--- src/sv/sts_pkg.sv ---
// Shared types and constants for the sorted table search counter.
// No dependencies; used by sts_engine and sorted_table_search_counter_core.
package sts_pkg;

    // Fixed field widths of the input and result words.
    localparam int CMD_W   = 2;
    localparam int INDEX_W = 14;
    localparam int DATA_W  = 32;
    localparam int SIZE_W  = 15;
    localparam int CNT_W   = 15;

    // Command codes.
    typedef enum logic [CMD_W-1:0] {
        CMD_LOAD   = 2'd0,
        CMD_LINEAR = 2'd1,
        CMD_BINARY = 2'd2,
        CMD_NONE   = 2'd3
    } t_cmd;

    // One search result as handed from the engine to the output register.
    typedef struct packed {
        logic [CNT_W-1:0] comparisons;
        logic             found;
    } t_result;

endpackage

--- src/sv/sts_engine.sv ---
// Load and search sequencer: writes table entries and runs linear or binary
// searches against sts_table, one probe per cycle. Depends on sts_pkg.
module sts_engine #(
    parameter int TABLE_DEPTH = 16384,
    parameter int VALUE_WIDTH = 32,
    parameter int AW          = 14,
    parameter int SW          = 15
) (
    input  logic                      i_clk,
    input  logic                      i_rst_n,
    // Command word, valid when i_start is high.
    input  logic                      i_start,
    input  logic [sts_pkg::CMD_W-1:0] i_command,
    input  logic [sts_pkg::INDEX_W-1:0] i_index,
    input  logic [sts_pkg::DATA_W-1:0]  i_data,
    input  logic [sts_pkg::SIZE_W-1:0]  i_size,
    output logic                      o_busy,
    // Finished result.
    output logic                      o_res_valid,
    output sts_pkg::t_result          o_res,
    input  logic                      i_res_take,
    // Table memory port.
    output logic                      o_wr_en,
    output logic [AW-1:0]             o_wr_addr,
    output logic [VALUE_WIDTH-1:0]    o_wr_data,
    output logic                      o_rd_en,
    output logic [AW-1:0]             o_rd_addr,
    input  logic [VALUE_WIDTH-1:0]    i_rd_data
);

    localparam int LW = (SW > sts_pkg::SIZE_W) ? SW : sts_pkg::SIZE_W;

    typedef enum logic [2:0] {
        ST_IDLE  = 3'b001,
        ST_PROBE = 3'b010,
        ST_DONE  = 3'b100
    } t_state;

    t_state r_state, n_state;

    logic [SW-1:0]                r_lo, n_lo;
    logic [SW-1:0]                r_hi, n_hi;
    logic [SW-1:0]                r_mid, n_mid;
    logic [VALUE_WIDTH-1:0]       r_key, n_key;
    logic                         r_bin, n_bin;
    logic [sts_pkg::CNT_W-1:0]    r_count, n_count;
    logic                         r_found, n_found;

    logic [VALUE_WIDTH+sts_pkg::DATA_W-1:0] w_ext;
    logic [VALUE_WIDTH-1:0] w_key;
    logic [SW-1:0]          w_hi0;
    logic [SW-1:0]          w_mid0;
    logic                   w_index_ok;
    logic                   w_eq;
    logic                   w_gt;
    logic [SW-1:0]          w_lo_step;
    logic [SW-1:0]          w_lo_nx;
    logic [SW-1:0]          w_hi_nx;
    logic [SW:0]            w_sum;
    logic [SW-1:0]          w_mid_nx;
    sts_pkg::t_cmd          w_cmd;

    // Order-preserving key: value at table width with its sign bit inverted.
    assign w_ext = {{VALUE_WIDTH{1'b0}}, i_data};
    assign w_key = w_ext[VALUE_WIDTH-1:0] ^ {1'b1, {(VALUE_WIDTH-1){1'b0}}};
    assign w_cmd = sts_pkg::t_cmd'(i_command);

    // Active size saturates to the table depth; loads beyond it are dropped.
    assign w_hi0      = (LW'(i_size) > LW'(TABLE_DEPTH)) ? SW'(TABLE_DEPTH) : SW'(i_size);
    assign w_mid0     = (w_hi0 - SW'(1)) >> 1;
    assign w_index_ok = LW'(i_index) < LW'(TABLE_DEPTH);

    // Probe outcome; linear mode never narrows from above.
    assign w_eq      = i_rd_data == r_key;
    assign w_gt      = i_rd_data > r_key;
    assign w_lo_step = r_mid + SW'(1);
    assign w_lo_nx   = (r_bin && w_gt) ? r_lo : w_lo_step;
    assign w_hi_nx   = (r_bin && w_gt) ? r_mid : r_hi;
    assign w_sum     = {1'b0, w_lo_nx} + {1'b0, w_hi_nx} - (SW+1)'(1);
    assign w_mid_nx  = r_bin ? w_sum[SW:1] : w_lo_nx;

    // Next-state logic. The range is kept half open as [lo, hi).
    always_comb begin
        n_state   = r_state;
        n_lo      = r_lo;
        n_hi      = r_hi;
        n_mid     = r_mid;
        n_key     = r_key;
        n_bin     = r_bin;
        n_count   = r_count;
        n_found   = r_found;
        o_wr_en   = 1'b0;
        o_wr_addr = AW'(i_index);
        o_wr_data = w_key;
        o_rd_en   = 1'b0;
        o_rd_addr = r_mid[AW-1:0];
        unique case (r_state)
            ST_IDLE: begin
                if (i_start) begin
                    unique case (w_cmd)
                        sts_pkg::CMD_LOAD: begin
                            o_wr_en = w_index_ok;
                        end
                        sts_pkg::CMD_LINEAR, sts_pkg::CMD_BINARY: begin
                            n_bin   = (w_cmd == sts_pkg::CMD_BINARY);
                            n_key   = w_key;
                            n_lo    = '0;
                            n_hi    = w_hi0;
                            n_mid   = (w_cmd == sts_pkg::CMD_BINARY) ? w_mid0 : '0;
                            n_count = '0;
                            n_found = 1'b0;
                            if (w_hi0 == '0) begin
                                n_state = ST_DONE;
                            end else begin
                                o_rd_en   = 1'b1;
                                o_rd_addr = n_mid[AW-1:0];
                                n_state   = ST_PROBE;
                            end
                        end
                        sts_pkg::CMD_NONE: begin
                            n_state = ST_IDLE;
                        end
                        default: begin
                            n_state = ST_IDLE;
                        end
                    endcase
                end
            end
            ST_PROBE: begin
                n_count = r_count + sts_pkg::CNT_W'(1);
                if (w_eq) begin
                    n_found = 1'b1;
                    n_state = ST_DONE;
                end else if (w_lo_nx >= w_hi_nx) begin
                    n_state = ST_DONE;
                end else begin
                    n_lo      = w_lo_nx;
                    n_hi      = w_hi_nx;
                    n_mid     = w_mid_nx;
                    o_rd_en   = 1'b1;
                    o_rd_addr = w_mid_nx[AW-1:0];
                end
            end
            ST_DONE: begin
                if (i_res_take) begin
                    n_state = ST_IDLE;
                end
            end
            default: begin
                n_state = ST_IDLE;
            end
        endcase
    end

    // Control state.
    always_ff @(posedge i_clk) begin
        if (!i_rst_n) begin
            r_state <= ST_IDLE;
        end else begin
            r_state <= n_state;
        end
    end

    // Search payload.
    always_ff @(posedge i_clk) begin
        r_lo    <= n_lo;
        r_hi    <= n_hi;
        r_mid   <= n_mid;
        r_key   <= n_key;
        r_bin   <= n_bin;
        r_count <= n_count;
        r_found <= n_found;
    end

    assign o_busy            = (r_state != ST_IDLE);
    assign o_res_valid       = (r_state == ST_DONE);
    assign o_res.comparisons = r_count;
    assign o_res.found       = r_found;

endmodule

--- config.mk ---
export PLATFORM = sky130hd
export DESIGN_NAME = sts_engine
export DESIGN_NICKNAME = d
export VERILOG_FILES = /design/src/sv/sts_pkg.sv /design/src/sv/sts_engine.sv
export SDC_FILE = /design/constraint.sdc
export NUM_CORES = 1
export LEC_CHECK = 0
export BUFFER_PORTS_ARGS = -buffer_cell sky130_fd_sc_hd__clkbuf_2
export CORE_UTILIZATION = 35
export DETAILED_ROUTE_END_ITERATION = 16
export PLACE_DENSITY = 0.57
export SKIP_CTS_REPAIR_TIMING = 1
export SLEW_MARGIN = 20
export SYNTH_ARGS = -nofsm -noshare
export SYNTH_HDL_FRONTEND = slang
export SYNTH_SLANG_ARGS = --single-unit
export TNS_END_PERCENT = 10
--- constraint.sdc ---
create_clock -name i_clk -period 6.1 [get_ports i_clk]
set_input_delay 0.305 -clock i_clk [delete_from_list [all_inputs] [get_ports i_clk]]
set_output_delay 0.305 -clock i_clk [all_outputs]
set_load 0.005 [all_outputs]
==> results.yml, run 1 <==
power_and_ir_drop:
  pwr-share-comb_pct: 52.7
  switching_power_mw: 1.489
  total_power_mw: 3.468
  pwr-share-seq_pct: 29.6
  leakage_nw: 4.026
  vdd_drop_max_mv: 0.2037
  clkPwrFrac_pct: 17.7
  p_sw_share_pct: 42.92
  power.density_mw_per_mm2: 391.1
  power.internal_mw: 1.980
synth:
  synth_nets: 983
  syn-cell-area_mm2: 0.007695
  yosys_warnings: 0
  synth-edff-count: 94
  synth-async-reset-ratio_pct: 0
  yosysSeqAreaShare_pct: 37.46
  synthFlopType: "edfxtp_1"
  synth_cells: 801
  yosysUniqueCellTypes: 67
  avgSynthCellArea_um2: 9.607
  ys_seq_elements: 97
die:
  dieArea_mm2: 0.02258
  die_w_um: 150.3
  initial_core_util_pct: 36.15
  core_mm2: 0.02129
  die_h_um: 150.3
  num_rows: 53
  boundaryPins: 179
placed_design:
  place.gp.congestion: 0.8862
  hpwl_um: 14330
  io_buffers: 150
sta:
  rsz0062_at_grt: "false"
  finalSetupViolations: 0
  finalSetupTns_ps: 0
  fmax_mhz: 172.7
  fin_skew_ps: 13.79
  relSlewSlack_pct: 46.17
  min_period_ps: 5792
  hold_ws_ps: 127.1
  period_share_pct: 94.94
  worst_pin_slew_ps: 805.4
  maxSlewViolCount: 0
  finalHoldViolCount: 0
setup_path:
  crit_fanout: 15
  r2r-start: "r_key[31]"
  ff2ff_path_depth: 21
  timing.rr.end: "r_mid[12]"
  regToRegSetupSlack_ps: 970
  crit_type: "reg2out"
  cp_data_required_time_ps: 5790
  arrival_ps: 5490
  worstSetupStartpointType: "flip-flop"
  cp-end-kind: "output port"
cells_and_area:
  final_cell_mix: "150 x clkbuf_2, 94 x edfxtp_1, 82 x ha_1, 81 x inv_1, 56 x nor2_1"
  antenna_cells: 0
  final_util_pct: 41.66
  layout_commonest_cell: "clkbuf_2"
  syn2layout_area_growth_pct: 15.24
  fin_nets: 1085
  fillers: 2110
  drive_gt1_share_pct: 23.24
run:
  drv_cap: 0
worst_hold_path:
  worstHoldPathCells: 1
  hold_end: "r_key[11]"
  hold_path.class: "in2reg"
  min_from: "i_data[11]"
detailed_routing:
  finalWirelength_um: 19090
  ant_nets: 0
  wl_per_cell_um: 16.14
  vias: 6040
  drt_iter0_markers: 348
  drt_pre_antenna_iters: 5
  vias_per_cell: 5.106
  drc: 0
clock_network:
  clock-sinks: 97
  clkLatencyLatePin_ps: 360
  root_buffer: "clkbuf_16"
  clock_path_buffers: 2
  cts_htree_levels: 3
  path_clk_slew_ps: 90
  cts_tree: "done"
  cts_buffers: 9
status:
  outcome: "completed"
grt:
  grt_overflow: 0
  grt.total_usage_pct: 17.20
  grt_max_degree: 69
  grt_pass1_wl_um: 30030
  antenna_found_initial: 0
  first_global_vias: 5730
-- synth_stat cells (3+ instances only) --
cell,instances,area [um2]
dfxtp_1,3,60.06
o221ai_1,6,52.55
or4_1,3,22.52
o31ai_1,4,30.03
or2_2,4,25.02
or3_1,6,37.54
nand4_1,11,68.82
nor2b_1,7,43.79
o21bai_1,5,37.54
and3_1,10,62.56
or3b_2,3,26.28
buf_2,3,15.01
xnor2_1,17,148.9
buf_4,48,360.4
o21a_1,7,52.55
mux2i_1,38,380.4
a21oi_1,35,175.2
nand2_1,43,161.4
a221oi_1,3,26.28
and2_1,4,25.02
xor2_1,25,219.0
o211ai_1,11,82.58
a21o_1,9,67.56
o21ai_1,7,35.03
a31oi_1,9,56.30
nand2b_1,10,62.56
inv_1,81,304.0
nor3_1,8,40.04
nand3_1,39,195.2
nor4_1,3,18.77
o21ai_0,40,200.2
nor2_1,56,210.2
clkbuf_1,18,67.56
nand3b_1,5,37.54
and4_1,4,35.03
buf_1,3,11.26
edfxtp_1,94,2823
ha_1,82,1026
-- flip-flops by register name, indices dropped and copies added (netlist names) --
| signal | cells |
|---|---|
| r_bin | 1 |
| r_count | 15 |
| r_found | 1 |
| r_hi | 15 |
| r_key | 32 |
| r_lo | 15 |
| r_mid | 15 |
| r_state | 3 |
-- metrics by stage --
step / std cells / setup slack [ps] / instance area (um2)
finish: 1183 / 308.5 / 8867
global route: 1183 / 25.11 / 8867
CTS: 1181 / 86.25 / 8775
detailed placement: 1165 / 448.5 / 8448
global placement: 1165 / 510.6 / 8448
floorplan: 801 / 885.8 / 7695
-- worst max-delay path by stage --
stage | from | depth (start not counted) | endpoint | slack, ps
finish | r_key[31] | 19 | o_rd_addr[11] | 310
global route | r_key[31] | 22 | o_rd_addr[8] | 30
CTS | r_key[29] | 20 | o_rd_addr[13] | 90
detailed placement | i_rd_data[29] | 20 | o_rd_addr[13] | 450
global placement | i_rd_data[29] | 19 | o_rd_addr[13] | 510
floorplan | r_key[23] | 19 | r_hi[0] | 890
-- logic make-up after synthesis --
kind of cell / after synthesis / synth area share [%]
flops: 97 / 37.46
xor+xnor: 42 / 4.780
compound gates: 158 / 13.54
mux: 40 / 5.236
simple gates: 225 / 15.14
fa+ha+maj: 83 / 13.59
buf+inv: 156 / 10.24
-- final cells by class --
type                            count  area (um2)  share of cell area (%)
Multi-Input combinational cell    548        4100                   46.24
Sequential cell                    97        2883                   32.51
Timing Repair Buffer              165       905.9                   10.22
Tap cell                          275       344.1                   3.880
Inverter                           82       307.8                   3.471
Clock buffer                        9       225.2                   2.540
Clock inverter                      7       101.3                   1.143
-- critical path: stages (launching register included) --
cell and delay (ps):
edfxtp_1 330, inv_1 40, ha_1 280, nand4_1 210
nor4_4 400, a31oi_2 190, and2_4 210, a22oi_2 200
buf_12 210, mux2i_1 340, ha_1 340, ha_1 360
o21a_1 190, o21a_1 210, a2111oi_4 420, o31ai_2 170
xor2_1 230, or3b_2 460, o211ai_1 140, clkbuf_2 160
-- power by group through the flow --
stage | combinational (mW) | clock, mW | sequential [mW]
3_5_place_dp | 1.74 | 0 | 1.04
5_1_grt | 2.04 | 0.655 | 1.04
4_1_cts | 1.76 | 0.633 | 1.02
6_report | 1.83 | 0.615 | 1.03
2_1_floorplan | 1.27 | 0 | 1.01
3_3_place_gp | 1.74 | 0 | 1.04
-- per-layer routing --
layer  part of all wire [%]  track usage, %  routed length, um
met1                     48           24.46               9253
met2                     46           27.17               8770
met3                    4.5           2.242                864
met4                    1.1           4.798                204
met5                      0               0                  0
Note: power is estimated with default switching activity, not from simulation.
==> inputs of run 2 (changes only) <==
Settings changed: GPL_TIMING_DRIVEN set to 0.
==> results.yml, run 2 (same netlist as run 1, synthesis figures left out) <==
cells_and_area:
  layout_commonest_cell: "clkbuf_2"
  fillers: 2046
  top_register: "r_key"
  multiInputGateArea_mm2: 0.004264
  largest_reg_flops: 32
  seq_area_mm2: 0.002883
  final_cell_mix: "166 x clkbuf_2, 94 x edfxtp_1, 80 x inv_1, 80 x ha_1, 60 x buf_4"
  finalInstanceArea_mm2: 0.009550
  antenna_cells: 0
  syn2layout_area_growth_pct: 24.11
  drive_gt1_share_pct: 29.85
  fin_nets: 1172
power_and_ir_drop:
  leakage_nw: 4.312
  pwr-share-seq_pct: 27.7
  power.density_mw_per_mm2: 390.7
  pwr-share-comb_pct: 55.6
  p_sw_share_pct: 43.47
  vdd_drop_max_mv: 0.1855
  clkPwrFrac_pct: 16.7
  power.internal_mw: 2.110
  switching_power_mw: 1.622
run:
  drv_cap: 0
grt:
  grt_max_degree: 36
  first_global_vias: 5704
  grt_pass1_wl_um: 30870
  antenna_found_initial: 0
  grt.total_usage_pct: 17.90
  grt_overflow: 0
detailed_routing:
  vias_per_cell: 5.113
  drc: 0
  vias: 6494
  drt_iter0_markers: 431
  finalWirelength_um: 20450
  drt_pre_antenna_iters: 5
  ant_nets: 0
  wl_per_cell_um: 16.10
sta:
  relSlewSlack_pct: 43.79
  period_share_pct: 96.25
  maxSlewViolCount: 0
  finalSetupViolations: 0
  min_period_ps: 5871
  worst_pin_slew_ps: 835.4
  fmax_mhz: 170.3
  layout_setup_ws_ps: 228.8
  fin_skew_ps: 13.49
  finalHoldViolCount: 0
setup_path:
  startpoint: "r_key[11]"
  cp_data_required_time_ps: 5790
  timing.rr.end: "r_lo[5]"
  r2r-start: "r_key[11]"
  ff2ff_path_depth: 21
  crit_path_frequent_cell: "ha_1"
  crit_end: "o_rd_addr[9]"
  cp-end-kind: "output port"
  cpMaxStageDelayCell: "a2111oi_4"
  crit_family: "compound AO/OA/AOI/OAI gates"
  regToRegSetupSlack_ps: 510
  worstSetupStartpointType: "flip-flop"
  critical_path_buf_inv_count: 4
  crit_chain: "inv_1, ha_1, nand4_1, nor4_4, a21bo_2, o211ai_1, a22oi_2, buf_4, buf_6, mux2i_2, ha_1, ha_1, o21a_1, o21a_1, a2111oi_4, nor2_1, xor2_1, or3b_2, o211ai_1, clkbuf_2"
  cp.depth: 20
  crit_type: "reg2out"
  crit_fanout: 10
  arrival_ps: 5570
  cpPeakStageDelay_ps: 470
die:
  num_rows: 53
  die_w_um: 150.3
  core_mm2: 0.02129
  dieArea_mm2: 0.02258
  die_h_um: 150.3
  initial_core_util_pct: 36.15
  boundaryPins: 179
placed_design:
  dp_slack_ps: -151.9
  io_buffers: 164
  hpwl_um: 15900
  place.gp.congestion: 0.8625
  post_dp_cell_area_mm2: 0.008882
clock_network:
  clkLatencyLatePin_ps: 360
  root_buffer: "clkbuf_16"
  cts_tree: "done"
  path_clk_slew_ps: 80
  clock_path_buffers: 2
  cts_htree_levels: 3
  cts_buffers: 9
  clock-sinks: 97
status:
  outcome: "completed"
worst_hold_path:
  hold_path.class: "in2reg"
## run 2: worst min-delay path by stage
stage                     startpoint          to  slack, ps  depth (start not counted)
after floorplan              i_rst_n  r_state[0]        380                          1
after global placement    i_data[14]   r_key[14]        500                          1
after detailed placement  i_data[14]   r_key[14]        500                          1
after CTS                 i_data[14]   r_key[14]        120                          1
after global routing      i_data[27]   r_key[27]        120                          1
final                     i_data[13]   r_key[13]        130                          1
## run 2: power by group through the flow
stage / logic [mW] / registers, mW / clock network (mW)
after floorplan: 1.27 / 1.01 / 0
after global placement: 1.79 / 1.04 / 0
after detailed placement: 1.81 / 1.04 / 0
after CTS: 1.83 / 1.02 / 0.638
after global routing: 2.28 / 1.05 / 0.662
final: 2.08 / 1.03 / 0.624
## run 2: through the flow
| stage | power, mW | std cells | setup TNS [ps] | utilization, % | hold WS [ps] |
|---|---|---|---|---|---|
| finish | 3.732 | 1270 | 0 | 44.87 | 132.5 |
| global route | 3.994 | 1270 | -196.2 | 44.87 | 118.3 |
| CTS | 3.486 | 1257 | -1626 | 43.24 | 120.0 |
| detailed placement | 2.846 | 1241 | -151.9 | 41.73 | 501.2 |
| global placement | 2.831 | 1240 | -36880 | 41.62 | 500.6 |
| floorplan | 2.284 | 801 | 0 | - | 381.2 |
## run 2: metal layers
| layer | track usage (%) | vias to the layer above | part of all wire, % |
|---|---|---|---|
| met2 | 29.10 | 233 | 46 |
| met3 | 2.667 | 25 | 6.4 |
| li1 | - | 3220 | - |
| met5 | 0 | - | 0 |
| met1 | 24.47 | 3016 | 46 |
| met4 | 5.303 | 0 | 1.8 |
## run 2: cell type report
cell class	count	area share [%]
clock buffer	9	2.358
multi-input combinational	548	44.65
inverter	82	3.223
sequential	97	30.18
buffer	74	5.149
clock inverter	7	1.009
tap	275	3.603
timing repair buffer	178	9.826
==> inputs of run 3 (changes only) <==
Settings changed: CORE_UTILIZATION 35 to 55, PLACE_DENSITY 0.57 to 0.82.
Clock period 6.1 ns to 5.9 ns, I/O delays scaled along.
==> results.yml, run 3 (same netlist as run 1, synthesis figures left out) <==
setup_path:
  crit_fanout: 10
  crit_type: "reg2out"
  arrival_ps: 5650
  cp.depth: 19
  startpoint: "r_key[30]"
  ff2ff_path_depth: 20
  timing.rr.end: "r_mid[0]"
  cpPeakStageDelay_ps: 480
  cp_data_required_time_ps: 5610
  cpMaxStageDelayCell: "or3b_2"
  crit_path_frequent_cell: "ha_1"
  worstSetupStartpointType: "flip-flop"
  regToRegSetupSlack_ps: 250
  critical_path_buf_inv_count: 4
  crit_chain: "inv_1, ha_1, nand4_1, nor4_4, a31oi_4, and2_4, a22oi_2, buf_6, buf_12, mux2i_1, ha_1, ha_1, o21a_1, a2111oi_4, nor2_1, xor2_1, or3b_2, o211ai_1, buf_2"
  cp-end-kind: "output port"
  crit_family: "simple AND/OR/NAND/NOR gates"
  r2r-start: "r_key[30]"
grt:
  grt.total_usage_pct: 26.80
  grt_max_degree: 36
  grt_pass1_wl_um: 30060
  antenna_found_initial: 0
  first_global_vias: 6244
  grt_overflow: 0
cells_and_area:
  antenna_cells: 0
  layout_commonest_cell: "clkbuf_2"
  drive_gt1_share_pct: 31.14
  finalInstanceArea_mm2: 0.009653
  final_cells: 1178
  top_register: "r_key"
  syn2layout_area_growth_pct: 25.45
  fin_nets: 1179
  largest_reg_flops: 32
  final_cell_mix: "165 x clkbuf_2, 94 x edfxtp_1, 80 x inv_1, 71 x ha_1, 66 x buf_4"
sta:
  relSlewSlack_pct: 48.10
  min_period_ps: 5945
  fmax_mhz: 168.2
  layout_setup_ws_ps: -44.96
  finalHoldViolCount: 0
  period_share_pct: 100.8
  maxSlewViolCount: 0
  fin_skew_ps: 9.565
  worst_pin_slew_ps: 771.4
  finalSetupViolations: 1
placed_design:
  hpwl_um: 15130
  post_dp_cell_area_mm2: 0.008758
  dp_cells: 1142
  place.gp.congestion: 0.8979
  io_buffers: 164
die:
  die_h_um: 120.3
  die_w_um: 120.3
  core_mm2: 0.01345
  num_rows: 42
  initial_core_util_pct: 57.20
  dieArea_mm2: 0.01447
  boundaryPins: 179
worst_hold_path:
  min_from: "i_data[24]"
  hold_end: "r_key[24]"
  hold_path.class: "in2reg"
  worstHoldPathCells: 1
clock_network:
  path_clk_slew_ps: 80
  cts_tree: "done"
  clkLatencyLatePin_ps: 360
  root_buffer: "clkbuf_16"
  cts_htree_levels: 3
  clock_path_buffers: 2
  cts_buffers: 9
  clock-sinks: 97
detailed_routing:
  drc: 0
  vias: 7003
  drt_pre_antenna_iters: 6
  ant_nets: 0
  finalWirelength_um: 21370
  vias_per_cell: 5.945
  wl_per_cell_um: 18.14
  drt_iter0_markers: 785
status:
  outcome: "finished, violations left"
  violations: "setup timing"
power_and_ir_drop:
  leakage_nw: 4.363
  vdd_drop_max_mv: 0.3309
  total_power_mw: 4.114
  power.density_mw_per_mm2: 426.2
run:
  drv_cap: 0
run 3: cell types whose count changed in the layout (fill, tap and decap cells not counted), moves of 2 or more:
| cell | previous run | this run |
|---|---|---|
| buf_4 | 60 | 66 |
| clkinv_8 | 2 | 0 |
| ha_1 | 80 | 71 |
| ha_4 | 0 | 10 |
| mux2i_2 | 8 | 4 |
| mux2i_4 | 7 | 10 |
run 3: per-layer routing:
metal,wire length [um],track usage [%],part of all wire (%)
met3,2023,4.151,9.5
met1,7932,32.86,37
met4,887,11.34,4.2
met5,0,0,0
met2,10520,46.73,49
run 3: area by class of cell:
type,instances,area (um2)
multi-input combinational,548,4424
fill,954,3800
sequential,97,2883
timing repair buffer,185,994.7
buffer,74,491.7
inverter,82,307.8
clock buffer,9,225.2
tap,176,220.2
clock inverter,7,106.4
run 3: how the worst max path moves through the flow:
stage	endpoint	slack, ps
6_report	o_rd_addr[9]	-40
2_1_floorplan	r_hi[0]	690
4_1_cts	o_rd_addr[13]	-680
3_3_place_gp	r_hi[1]	-760
5_1_grt	o_rd_addr[9]	-210
3_5_place_dp	o_rd_addr[13]	-260
run 3: metrics by stage:
| stage | TNS (ps) | utilization, % | worst slack (ps) | hold WS (ps) |
|---|---|---|---|---|
| CTS | -2290 | 67.57 | -684.5 | 113.4 |
| floorplan | 0 | - | 685.8 | 371.2 |
| global placement | -34200 | 64.94 | -759.6 | 489.8 |
| global route | -1200 | 71.75 | -210.4 | 118.1 |
| finish | -44.96 | 71.75 | -44.96 | 121.2 |
| detailed placement | -260.1 | 65.10 | -260.1 | 489.9 |
run 3: report_power, final:
group,internal (mW),leakage (nW),switching (mW)
Sequential,0.963,0.910,0.113
Combinational,1.00,3.29,1.37
Clock,0.380,0.163,0.290
